[src/rtl/bba_pkg.sv]
package bba_pkg;

    // Pool geometry.
    localparam int BLOCK_COUNT = 64;
    localparam int BLOCK_BYTES = 32;

    // The occupancy map is kept as words of WORD_BITS blocks each.
    localparam int WORD_BITS = 32;
    localparam int BIT_W     = $clog2(WORD_BITS);
    localparam int MAP_WORDS = (BLOCK_COUNT + WORD_BITS - 1) / WORD_BITS;
    localparam int WORD_AW   = (MAP_WORDS > 1) ? $clog2(MAP_WORDS) : 1;
    localparam int IDX_W     = WORD_AW + BIT_W;

    // Bits of the last word that lie past the end of the pool always read as used.
    localparam int LAST_BITS = BLOCK_COUNT - (MAP_WORDS - 1) * WORD_BITS;
    localparam logic [WORD_BITS-1:0] PAD_MASK =
        WORD_BITS'(~((64'd1 << LAST_BITS) - 64'd1));

    // Byte extent of the pool and the width of an offset inside it.
    localparam int POOL_EXTENT = BLOCK_COUNT * BLOCK_BYTES;
    localparam int OFF_W       = (POOL_EXTENT > 1) ? $clog2(POOL_EXTENT) : 1;

    // Offset to block index by reciprocal multiplication. With the shift set
    // to OFF_W plus the ceiling log2 of the block size, the rounded-up
    // reciprocal gives the exact quotient for every offset below 2**OFF_W.
    localparam int DIV_L  = $clog2(BLOCK_BYTES);
    localparam int DIV_SH = OFF_W + DIV_L;
    localparam int DIV_MW = OFF_W + 2;
    localparam logic [DIV_MW-1:0] DIV_M =
        DIV_MW'(((64'd1 << DIV_SH) + 64'(BLOCK_BYTES) - 64'd1) / 64'(BLOCK_BYTES));
    localparam int PROD_W = OFF_W + DIV_MW;

    // Result status codes.
    localparam logic [1:0] ST_ALLOCATED = 2'd0;
    localparam logic [1:0] ST_FULL      = 2'd1;
    localparam logic [1:0] ST_FREED     = 2'd2;
    localparam logic [1:0] ST_OUTSIDE   = 2'd3;

    // Requests from the controller to the map storage.
    typedef struct packed {
        logic               en;
        logic [WORD_AW-1:0] word;
    } map_rd_t;

    typedef struct packed {
        logic                 en;
        logic [WORD_AW-1:0]   word;
        logic [WORD_BITS-1:0] data;
    } map_wr_t;

    // Position of the lowest clear bit of a map word.
    function automatic logic [BIT_W-1:0] first_zero_bit(input logic [WORD_BITS-1:0] w);
        logic [BIT_W-1:0] r;
        r = '0;
        for (int i = WORD_BITS - 1; i >= 0; i--) begin
            if (!w[i]) begin
                r = BIT_W'(i);
            end
        end
        return r;
    endfunction

    // Lowest map word that still has a free block.
    function automatic logic [WORD_AW-1:0] first_open_word(input logic [MAP_WORDS-1:0] f);
        logic [WORD_AW-1:0] r;
        r = '0;
        for (int i = MAP_WORDS - 1; i >= 0; i--) begin
            if (!f[i]) begin
                r = WORD_AW'(i);
            end
        end
        return r;
    endfunction

endpackage

[src/rtl/bba_map.sv]
module bba_map (
    input  logic                              aclk,
    input  logic                              aresetn,
    input  bba_pkg::map_rd_t                  rd,
    input  bba_pkg::map_wr_t                  wr,
    output logic [bba_pkg::WORD_BITS-1:0]     rd_data,
    output logic [bba_pkg::MAP_WORDS-1:0]     full_flags
);
    import bba_pkg::*;

    logic [WORD_BITS-1:0] mem [MAP_WORDS];
    logic [WORD_BITS-1:0] mem_q_reg;
    logic [MAP_WORDS-1:0] valid_reg;
    logic [MAP_WORDS-1:0] full_reg;
    logic                 rd_valid_reg;
    logic                 rd_last_reg;

    // Storage itself: one write and one registered read per cycle.
    always_ff @(posedge aclk) begin
        if (wr.en) begin
            mem[wr.word] <= wr.data;
        end
        if (rd.en) begin
            mem_q_reg <= mem[rd.word];
        end
    end

    // A word never written since reset reads as all free.
    always_ff @(posedge aclk) begin
        if (!aresetn) begin
            valid_reg    <= '0;
            full_reg     <= '0;
            rd_valid_reg <= 1'b0;
            rd_last_reg  <= 1'b0;
        end else begin
            if (wr.en) begin
                valid_reg[wr.word] <= 1'b1;
                full_reg[wr.word]  <= &(wr.data | ((wr.word == WORD_AW'(MAP_WORDS - 1)) ?
                                                   PAD_MASK : '0));
            end
            if (rd.en) begin
                rd_valid_reg <= valid_reg[rd.word];
                rd_last_reg  <= (rd.word == WORD_AW'(MAP_WORDS - 1));
            end
        end
    end

    assign rd_data    = (rd_valid_reg ? mem_q_reg : '0) | (rd_last_reg ? PAD_MASK : '0);
    assign full_flags = full_reg;

endmodule

[src/rtl/bitmap_block_allocator_top.sv]
// Fixed-size block allocator over a pool of equal blocks.
//
// Requests arrive as beats on the s_ channel. s_tuser selects the request: 0 allocates the
// lowest-numbered free block, 1 frees the block that holds the byte address on s_tdata
// (unaligned addresses round down to their block). Every request produces exactly one result
// beat on the m_ channel: m_tuser carries the status and m_tdata the start address of an
// allocated block, or zero for every other status. The pool's start address is written through
// the cfg_ channel, which is always ready; write it only while no request is in flight.
//
// An allocate or a valid free goes through the read-modify-write of the
// occupancy map word plus a state for the address multiply (allocate)
// or the offset-to-index reciprocal multiply (free) before its result is
// registered. A full pool or an address outside the pool answers straight
// from the idle state. One request is in flight at a time: a new one is
// taken only back in the idle state, after the last result is registered.
//
// Reset clears the whole map to free through per-word valid flags, so the
// block is ready as soon as reset is released. When the receiver stalls,
// the result holds in the output register and no new request is accepted.
module bitmap_block_allocator_top (
    input  logic        aclk,
    input  logic        aresetn,
    // Pool base configuration.
    input  logic        cfg_valid,
    output logic        cfg_ready,
    input  logic [31:0] cfg_data,      // pool_base
    // Request channel.
    input  logic        s_tvalid,
    output logic        s_tready,
    input  logic [31:0] s_tdata,       // address
    input  logic [0:0]  s_tuser,       // kind
    // Result channel.
    output logic        m_tvalid,
    input  logic        m_tready,
    output logic [31:0] m_tdata,       // block_address
    output logic [1:0]  m_tuser        // status
);
    import bba_pkg::*;

    // Controller states, one-hot.
    typedef enum logic [4:0] {
        S_IDLE  = 5'b00001,
        S_ALLOC = 5'b00010,
        S_ADDR  = 5'b00100,
        S_DIV   = 5'b01000,
        S_FREE  = 5'b10000
    } state_t;

    state_t               state_reg, state_next;
    logic [31:0]          base_reg;
    logic [OFF_W-1:0]     off_reg, off_next;
    logic [IDX_W-1:0]     idx_reg, idx_next;
    logic                 out_valid_reg, out_valid_next;
    logic [1:0]           out_status_reg, out_status_next;
    logic [31:0]          out_addr_reg, out_addr_next;

    map_rd_t              map_rd;
    map_wr_t              map_wr;
    logic [WORD_BITS-1:0] map_rdata;
    logic [MAP_WORDS-1:0] map_full;

    logic                 s_accept;
    logic [31:0]          offset;
    logic                 in_pool;
    logic [BIT_W-1:0]     free_bit;
    logic [PROD_W-1:0]    div_prod;
    logic [IDX_W-1:0]     div_idx;

    bba_map u_map (
        .aclk       (aclk),
        .aresetn    (aresetn),
        .rd         (map_rd),
        .wr         (map_wr),
        .rd_data    (map_rdata),
        .full_flags (map_full)
    );

    // The block takes a request only when idle and the output register is
    // empty or being emptied in this cycle.
    assign s_tready  = (state_reg == S_IDLE) && (!out_valid_reg || m_tready);
    assign s_accept  = s_tvalid && s_tready;
    assign cfg_ready = 1'b1;

    // Pool range test on the wrapped offset from the pool base.
    assign offset  = s_tdata - base_reg;
    assign in_pool = (offset < 32'(POOL_EXTENT));

    assign free_bit = first_zero_bit(map_rdata);
    assign div_prod = PROD_W'(off_reg) * PROD_W'(DIV_M);
    assign div_idx  = IDX_W'(div_prod >> DIV_SH);

    always_comb begin
        state_next      = state_reg;
        off_next        = off_reg;
        idx_next        = idx_reg;
        out_valid_next  = out_valid_reg && !m_tready;
        out_status_next = out_status_reg;
        out_addr_next   = out_addr_reg;
        map_rd          = '0;
        map_wr          = '0;

        case (state_reg)
            S_IDLE: begin
                if (s_accept) begin
                    if (!s_tuser[0]) begin
                        if (&map_full) begin
                            out_valid_next  = 1'b1;
                            out_status_next = ST_FULL;
                            out_addr_next   = '0;
                        end else begin
                            // Fetch the lowest word that still has a free block.
                            map_rd.en   = 1'b1;
                            map_rd.word = first_open_word(map_full);
                            idx_next    = {first_open_word(map_full), {BIT_W{1'b0}}};
                            state_next  = S_ALLOC;
                        end
                    end else begin
                        if (in_pool) begin
                            off_next   = offset[OFF_W-1:0];
                            state_next = S_DIV;
                        end else begin
                            out_valid_next  = 1'b1;
                            out_status_next = ST_OUTSIDE;
                            out_addr_next   = '0;
                        end
                    end
                end
            end
            S_ALLOC: begin
                // Mark the lowest free block of the fetched word as used.
                map_wr.en   = 1'b1;
                map_wr.word = idx_reg[IDX_W-1:BIT_W];
                map_wr.data = map_rdata | (WORD_BITS'(1) << free_bit);
                idx_next    = {idx_reg[IDX_W-1:BIT_W], free_bit};
                state_next  = S_ADDR;
            end
            S_ADDR: begin
                out_valid_next  = 1'b1;
                out_status_next = ST_ALLOCATED;
                out_addr_next   = base_reg + 32'(idx_reg) * 32'(BLOCK_BYTES);
                state_next      = S_IDLE;
            end
            S_DIV: begin
                // The quotient addresses the map word read for the free.
                idx_next    = div_idx;
                map_rd.en   = 1'b1;
                map_rd.word = div_idx[IDX_W-1:BIT_W];
                state_next  = S_FREE;
            end
            S_FREE: begin
                map_wr.en       = 1'b1;
                map_wr.word     = idx_reg[IDX_W-1:BIT_W];
                map_wr.data     = map_rdata & ~(WORD_BITS'(1) << idx_reg[BIT_W-1:0]);
                out_valid_next  = 1'b1;
                out_status_next = ST_FREED;
                out_addr_next   = '0;
                state_next      = S_IDLE;
            end
            default: begin
                state_next = S_IDLE;
            end
        endcase
    end

    always_ff @(posedge aclk) begin
        if (!aresetn) begin
            state_reg     <= S_IDLE;
            out_valid_reg <= 1'b0;
            base_reg      <= '0;
        end else begin
            state_reg     <= state_next;
            out_valid_reg <= out_valid_next;
            if (cfg_valid && cfg_ready) begin
                base_reg <= cfg_data;
            end
        end
    end

    // Payload registers carry no reset.
    always_ff @(posedge aclk) begin
        off_reg        <= off_next;
        idx_reg        <= idx_next;
        out_status_reg <= out_status_next;
        out_addr_reg   <= out_addr_next;
    end

    assign m_tvalid = out_valid_reg;
    assign m_tdata  = out_addr_reg;
    assign m_tuser  = out_status_reg;

    // Only an allocation returns a nonzero address.
    a_addr_zero: assert property (@(posedge aclk) disable iff (!aresetn)
        (out_valid_reg && out_status_reg != ST_ALLOCATED) |-> (out_addr_reg == '0))
        else $error("nonzero address on a result other than an allocation");

    // While a request is being worked on, the output register is empty.
    a_out_empty: assert property (@(posedge aclk) disable iff (!aresetn)
        (state_reg != S_IDLE) |-> !out_valid_reg)
        else $error("output register busy while a request is in flight");

    // The map is only written in the two write-back states.
    a_wr_state: assert property (@(posedge aclk) disable iff (!aresetn)
        map_wr.en |-> (state_reg == S_ALLOC || state_reg == S_FREE))
        else $error("map write outside a write-back state");

    // The word fetched for an allocation must hold a free block.
    a_alloc_room: assert property (@(posedge aclk) disable iff (!aresetn)
        (state_reg == S_ALLOC) |-> !(&map_rdata))
        else $error("allocation fetched a full map word");

endmodule

[config.mk]
export PLATFORM = sky130hd
export DESIGN_NAME = bitmap_block_allocator_top
export DESIGN_NICKNAME = d
export VERILOG_FILES = /design/src/rtl/bba_pkg.sv /design/src/rtl/bba_map.sv /design/src/rtl/bitmap_block_allocator_top.sv
export SDC_FILE = /design/constraint.sdc
export NUM_CORES = 1
export LEC_CHECK = 0
export ABC_AREA = 1
export BUFFER_PORTS_ARGS = -buffer_cell sky130_fd_sc_hd__clkbuf_2
export CORE_MARGIN = 5
export CORE_UTILIZATION = 60
export DETAILED_ROUTE_END_ITERATION = 6
export PLACE_DENSITY = 0.81
export SLEW_MARGIN = 20
export SYNTH_ARGS = -nofsm -noshare
export SYNTH_HDL_FRONTEND = slang
export SYNTH_SLANG_ARGS = --single-unit
[constraint.sdc]
create_clock -name aclk -period 10 [get_ports aclk]
set_input_delay 1 -clock aclk [delete_from_list [all_inputs] [get_ports aclk]]
set_output_delay 1 -clock aclk [all_outputs]
set_load 0.02 [all_outputs]
# After elaboration in Yosys (flattened, before gate mapping)
# Memories as Yosys holds them, arrays and structs flattened. A register that Yosys moved wholly into a read port is not among the register bits.
# Cells that the tools add are included.
# W data, S select, Z words.
classes:
  addsub: 2
  n_lt_le_gt_ge: 4
  n_eq_ne: 12
  n_shift: 2
  mux: 71
  n_bitwise: 5
  reduce_logical: 18
op_table:
  columns: ["operator", "count"]
  rows:
  - ["$mux W5", 36]
  - ["$mux W32", 5]
  - ["$pmux W32 S3", 1]
  - ["$pmux W34 S2", 1]
  - ["$shl A1 B5 Y32 const A", 2]
  - ["$add A32 B11 Y32", 1]
  - ["$and A32 B32 Y32", 1]
  - ["$lt A32 B12 Y1 const B", 1]
  - ["$not A32 Y32", 1]
  - ["$or A32 B32 Y32", 1]
  - ["$reduce_and A32 Y1", 1]
  - ["$sub A32 B32 Y32", 1]
  - ["$mux W6", 3]
  - ["$pmux W6 S3", 1]
  - ["$pmux W5 S3", 1]
  - ["$mux W2", 7]
  - ["$reduce_and A4 Y1", 3]
  - ["$mux W1", 11]
  - ["$ne A3 B3 Y1 const B", 3]
  - ["$ne A2 B2 Y1 const B", 3]
  - ["$pmux W2 S3", 1]
  - ["$reduce_bool A3 Y1", 2]
  - ["$eq A5 B1 Y1 const B", 1]
  - ["$eq A5 B2 Y1 const B", 1]
  - ["20 further kinds", 25]
totals:
  regBits: 94
  ramBits: 64
  in_bits: 70
  out_inout_bits: 37
  elab_cells: 126
  mem_count: 1
mem_list:
  columns: ["memory", "depth", "word_bits", "rd", "rd_clocked_by_memory_dff", "write_ports", "line", "source"]
  rows:
  - ["u_map.mem", 2, 32, 1, 1, 1, "bba_map.sv:11", "logic [WORD_BITS-1:0] mem [MAP_WORDS];"]

# Logic depth before layout (Yosys ltp)
depth:
  ltp_word: 41
  ltp_mapped: 41
  depth_no_buf: 41

# By module
# Synthesis repeated with hierarchy kept, for this count alone.
hier_totals:
  hier_cells: 1229
  area_unflattened_um2: 10318.6
modules_own_cells:
  columns: ["mod", "instances", "cells_per_inst", "area_per_inst_um2", "seq_area_each_um2"]
  rows:
  - ["bitmap_block_allocator_top", 1, 908, 6462.4, 2142.1]
  - ["bba_map", 1, 321, 3856.2, 2982.9]

# Worst setup path after synthesis
# No wires, ideal clock.
synth_timing:
  kind: "input -> register"
  start: "in s_tdata[2]"
  end: "reg out_addr_reg[0] (netlist: m_tdata[0]) (enable)"
  setup_time_ns: 0.492
  arrival_ns: 4.087
  t_required_ns: 9.508
  setup_slack_ns: 5.422
  cell_stages: 30
  n_path_buf: 0
  path_cell_list: "ha_1 -> a21oi_1 -> nand2_1 -> nand3_2 -> nand2_2 -> a21oi_4 -> inv_2 -> nand2_2 -> nand2_2 -> a21oi_4 -> inv_2 -> a21oi_4 -> inv_2 -> nand2_2 -> nand2_2 -> nand2_2 -> nand2_2 -> nand2_1 -> nand3_2 -> xor2_1 -> clkinv_1 -> nand4_1 -> nor2_1 -> nand4_1 -> nor2_1 -> nand3_1 -> nor3_2 -> nand2_1 -> nand2_1 -> nand2_1"
synth_between:
  elab_chain_cells: 4
synth_lines:
  columns: ["item", "line", "source"]
  rows:
  - ["start: declaration", "bitmap_block_allocator_top.sv:30", "input logic [31:0] s_tdata,"]
  - ["$sub A32 B32 Y32", "bitmap_block_allocator_top.sv:85", "assign offset = s_tdata - base_reg;"]
  - ["$lt A32 B12 Y1", "bitmap_block_allocator_top.sv:86", "assign in_pool = (offset < 32'(POOL_EXTENT));"]
  - ["$ne A3 B3 Y1 (no source line)", null, null]
  - ["$reduce_and A4 Y1 (no source line)", null, null]
  - ["end signal: assignment", "bitmap_block_allocator_top.sv:184", "out_addr_reg <= out_addr_next;"]
  - ["end: declaration", "bitmap_block_allocator_top.sv:55", "logic [31:0] out_addr_reg, out_addr_next;"]
# No other way between the ends.
# A chain may end at the register's enable or synchronous reset.

# Worst setup path after layout
layout_timing:
  start: "in s_tdata[2]"
  end: "reg out_addr_reg[5] (netlist: m_tdata[5]) (enable)"
# Same word-level chain as after synthesis.

==> key figures <==
Run status
  • Outcome: complete, no violations

Routing
  • Routed wire length: 26030 µm
  • Routed WL per cell: 17.32 µm
  • Final ANT Viol Nets: 0
  • Starting DRC count in detailed routing: 656
  • DR vias/cell: 5.671
  • Detailed Routing Iterations Pass 1: 5
  • Via count: 8524
  • Drt drc: 0

GRT
  • Total grt overflow: 0
  • GRT Total Usage: 0.2648
  • Initial antenna violation count: 0
  • First-pass GRT wire length: 41020 µm
  • Number of global-route vias before repair: 8248
  • Largest net degree at the start of global routing: 65

Logic synthesis
  • Warnings, synthesis: 0
  • #FFs+latches synth: 185
  • Count leader, synth: nand2_1
  • Leading area contributor after synthesis: edfxtp_1
  • Avg Cell Area, Syn: 8.546 µm²
  • Synthesized netlist net count: 1282
  • Area contributors post-synth: edfxtp_1 42%, nand2_1 11%, dfxtp_1 8.6%, a21oi_1 4.5%, ha_1 4.5%
  • Mapped Area: 10040 µm²
  • Number of enable flip-flop cells after synthesis: 142
  • Ys flop type: edfxtp_1
  • Top post-synthesis cells by count: 298 x nand2_1, 142 x edfxtp_1, 116 x inv_1
  • Seq/Total Area, Yosys: 0.5103
  • Area share of the largest cell type after synthesis: 0.4246
  • Async set-or-reset flop fraction in the synthesized netlist: 0
  • Cells after synthesis: 1175
  • Synth cell types: 45

Die
  • Core area: 16520 µm²
  • Die width: 139.4 µm
  • Die Ht: 139.4 µm
  • Die Area: 19420 µm²
  • I/O Pins: 107
  • FP Rows: 47
  • Starting Density: 0.6077

Setup path
  • Critical path data required time: 9980 ps
  • Worst path bufs/invs: 5
  • CP Class: in -> reg
  • Cell at the slowest stage of the critical path: nand2_2
  • Crit path launch type: input port
  • Critical path arrival: 4520 ps
  • Crit path max fanout: 34
  • Most used cell, CP: nand2_2
  • Crit. End Element: flip-flop
  • CP top delay family: simple AND/OR/NAND/NOR gates
  • Slowest stage delay, CP: 510 ps

Timing
  • Max_slew headroom: 0.3583
  • Clock Skews: 12.55 ps
  • RSZ-0062 raised after global routing: no
  • Total negative setup slack: 0 ps
  • Final Cycle Share: 0.4544
  • Finish-stage setup viols: 0
  • Minimum clock period: 4544 ps
  • Worst slew pin tran: 961.5 ps
  • Max Clk Rate: 220.1 MHz
  • Final Hold Vio Count: 0
  • Final slew viol count: 0

Placement
  • Cells after DPL: 1471
  • Number of port buffers: 105
  • Routability cong.: 0.9780
  • Post-DP HPWL: 18780 µm
  • Placed cell area: 10760 µm²

Clock tree
  • CTS resizes: 0
  • CTS clk-pin slew, worst paths: 70 ps
  • TritonCTS buffer count: 17
  • Maximum buffer depth of the clock tree: 2
  • Worst skew pair latency: 440 ps
  • Hold_buf cts: 0
  • Post-CTS Setup Inserts: 0
  • Htree depth: 4
  • CTS tree: done
  • CTS Sinks: 185
  • Root Buffer: clkbuf_16

Run
  • Max-Cap Viols: 0

Min path
  • HP Class: reg -> reg

Finish
  • Synth-to-layout area growth: 12.81%
  • Top reg by flops: u_map.mem
  • Share of layout cells above drive strength 1: 0.1504
  • Nets: 1377
  • Design area: 11330 µm²
  • # diodes: 0
  • Final Util: 0.6855
  • Largest register FFs: 64
  • Non-Filler Instances: 1503

Power
  • Leak: 0.004554 µW
  • Pwr/cell area: 158.2 nW/µm²
  • Max IR drop VDD: 0.1310 mV
-- area by class of cell --
cell class,count,area [µm²]
timing repair buffer,110,563.0
clock inverter,13,133.9
inverter,128,480.5
multi-input combinational,828,4318
sequential,185,5125
fill,1334,5196
clock buffer,19,432.9
tap,220,275.3
-- path summary, 6_finish.rpt --
kind / endpoint / start / slack [ps] / cells past startpoint
hold reg to reg: u_map.valid_reg[0]$_SDFFE_PN0P_ / u_map.valid_reg[0]$_SDFFE_PN0P_ / 480 / 2
setup / recovery: m_tdata[5]$_SDFFCE_PN0P_ / s_tdata[2] / 5460 / 31
setup reg to reg: m_tdata[5]$_SDFFCE_PN0P_ / base_reg[2]$_SDFFE_PN0P_ / 5750 / 31
hold / removal: u_map.valid_reg[0]$_SDFFE_PN0P_ / u_map.valid_reg[0]$_SDFFE_PN0P_ / 480 / 2
-- placed cells by master, fill, tap and decap left out, drive strengths merged, types with 5 or more instances in the layout --
master	Yosys	routed
ha	36	36
buf	6	5
nand3	64	64
xnor2	10	10
nor4	8	8
o211ai	21	21
xor2	13	13
nand4	23	23
nor2	118	118
nand2	310	310
edfxtp	142	142
inv	126	133
a21oi	94	94
o21ai	94	94
dfxtp	43	43
o21bai	7	7
nor3	9	9
clkbuf	28	124
-- layer usage --
metal / GRT usage / share of wire / up-vias
li1: - / - / 4168
met1: 0.3155 / 0.40 / 3937
met2: 0.4751 / 0.50 / 353
met3: 0.04528 / 0.071 / 66
met4: 0.1076 / 0.032 / 0
met5: 0 / 0 / -
-- where the power goes --
part	switching, µW	internal (µW)	leakage, µW
logic	171	86.7	0.00268
clock network	310	351	0.000268
registers	21.5	852	0.00160
-- worst register-to-register path: cells and delay by family (launching register included) --
family	cells	cell delay, ps
compound gates	4	620
xor+xnor	1	170
fa+ha+maj	1	310
buf+inv	5	280
flops	1	310
simple gates	20	2110
-- logic make-up (layout without fill, tap and decap cells) --
| logic type | count (synthesis) | in the layout | synth area share |
|---|---|---|---|
| xor gates and xnor gates | 23 | 23 | 0.02006 |
| buffers and inverters | 162 | 270 | 0.06130 |
| adders and majority gates | 37 | 37 | 0.04685 |
| DFF | 185 | 185 | 0.5103 |
| AOI/OAI and AO/OA | 228 | 228 | 0.1278 |
| other | 1 | 1 | 0.0003734 |
| and+or+nand+nor | 539 | 539 | 0.2332 |
-- per-stage QoR --
step,hold slack (ps),worst slack (ps),total power [µW]
6_report,483.7,5456,1793
5_1_grt,517.1,5127,1862
4_1_cts,487.2,5417,1795
3_5_place_dp,470.4,4989,1142
3_3_place_gp,460.6,5085,1138
2_1_floorplan,440.7,5422,1069
No activity file was read; power rests on OpenSTA's default activity.
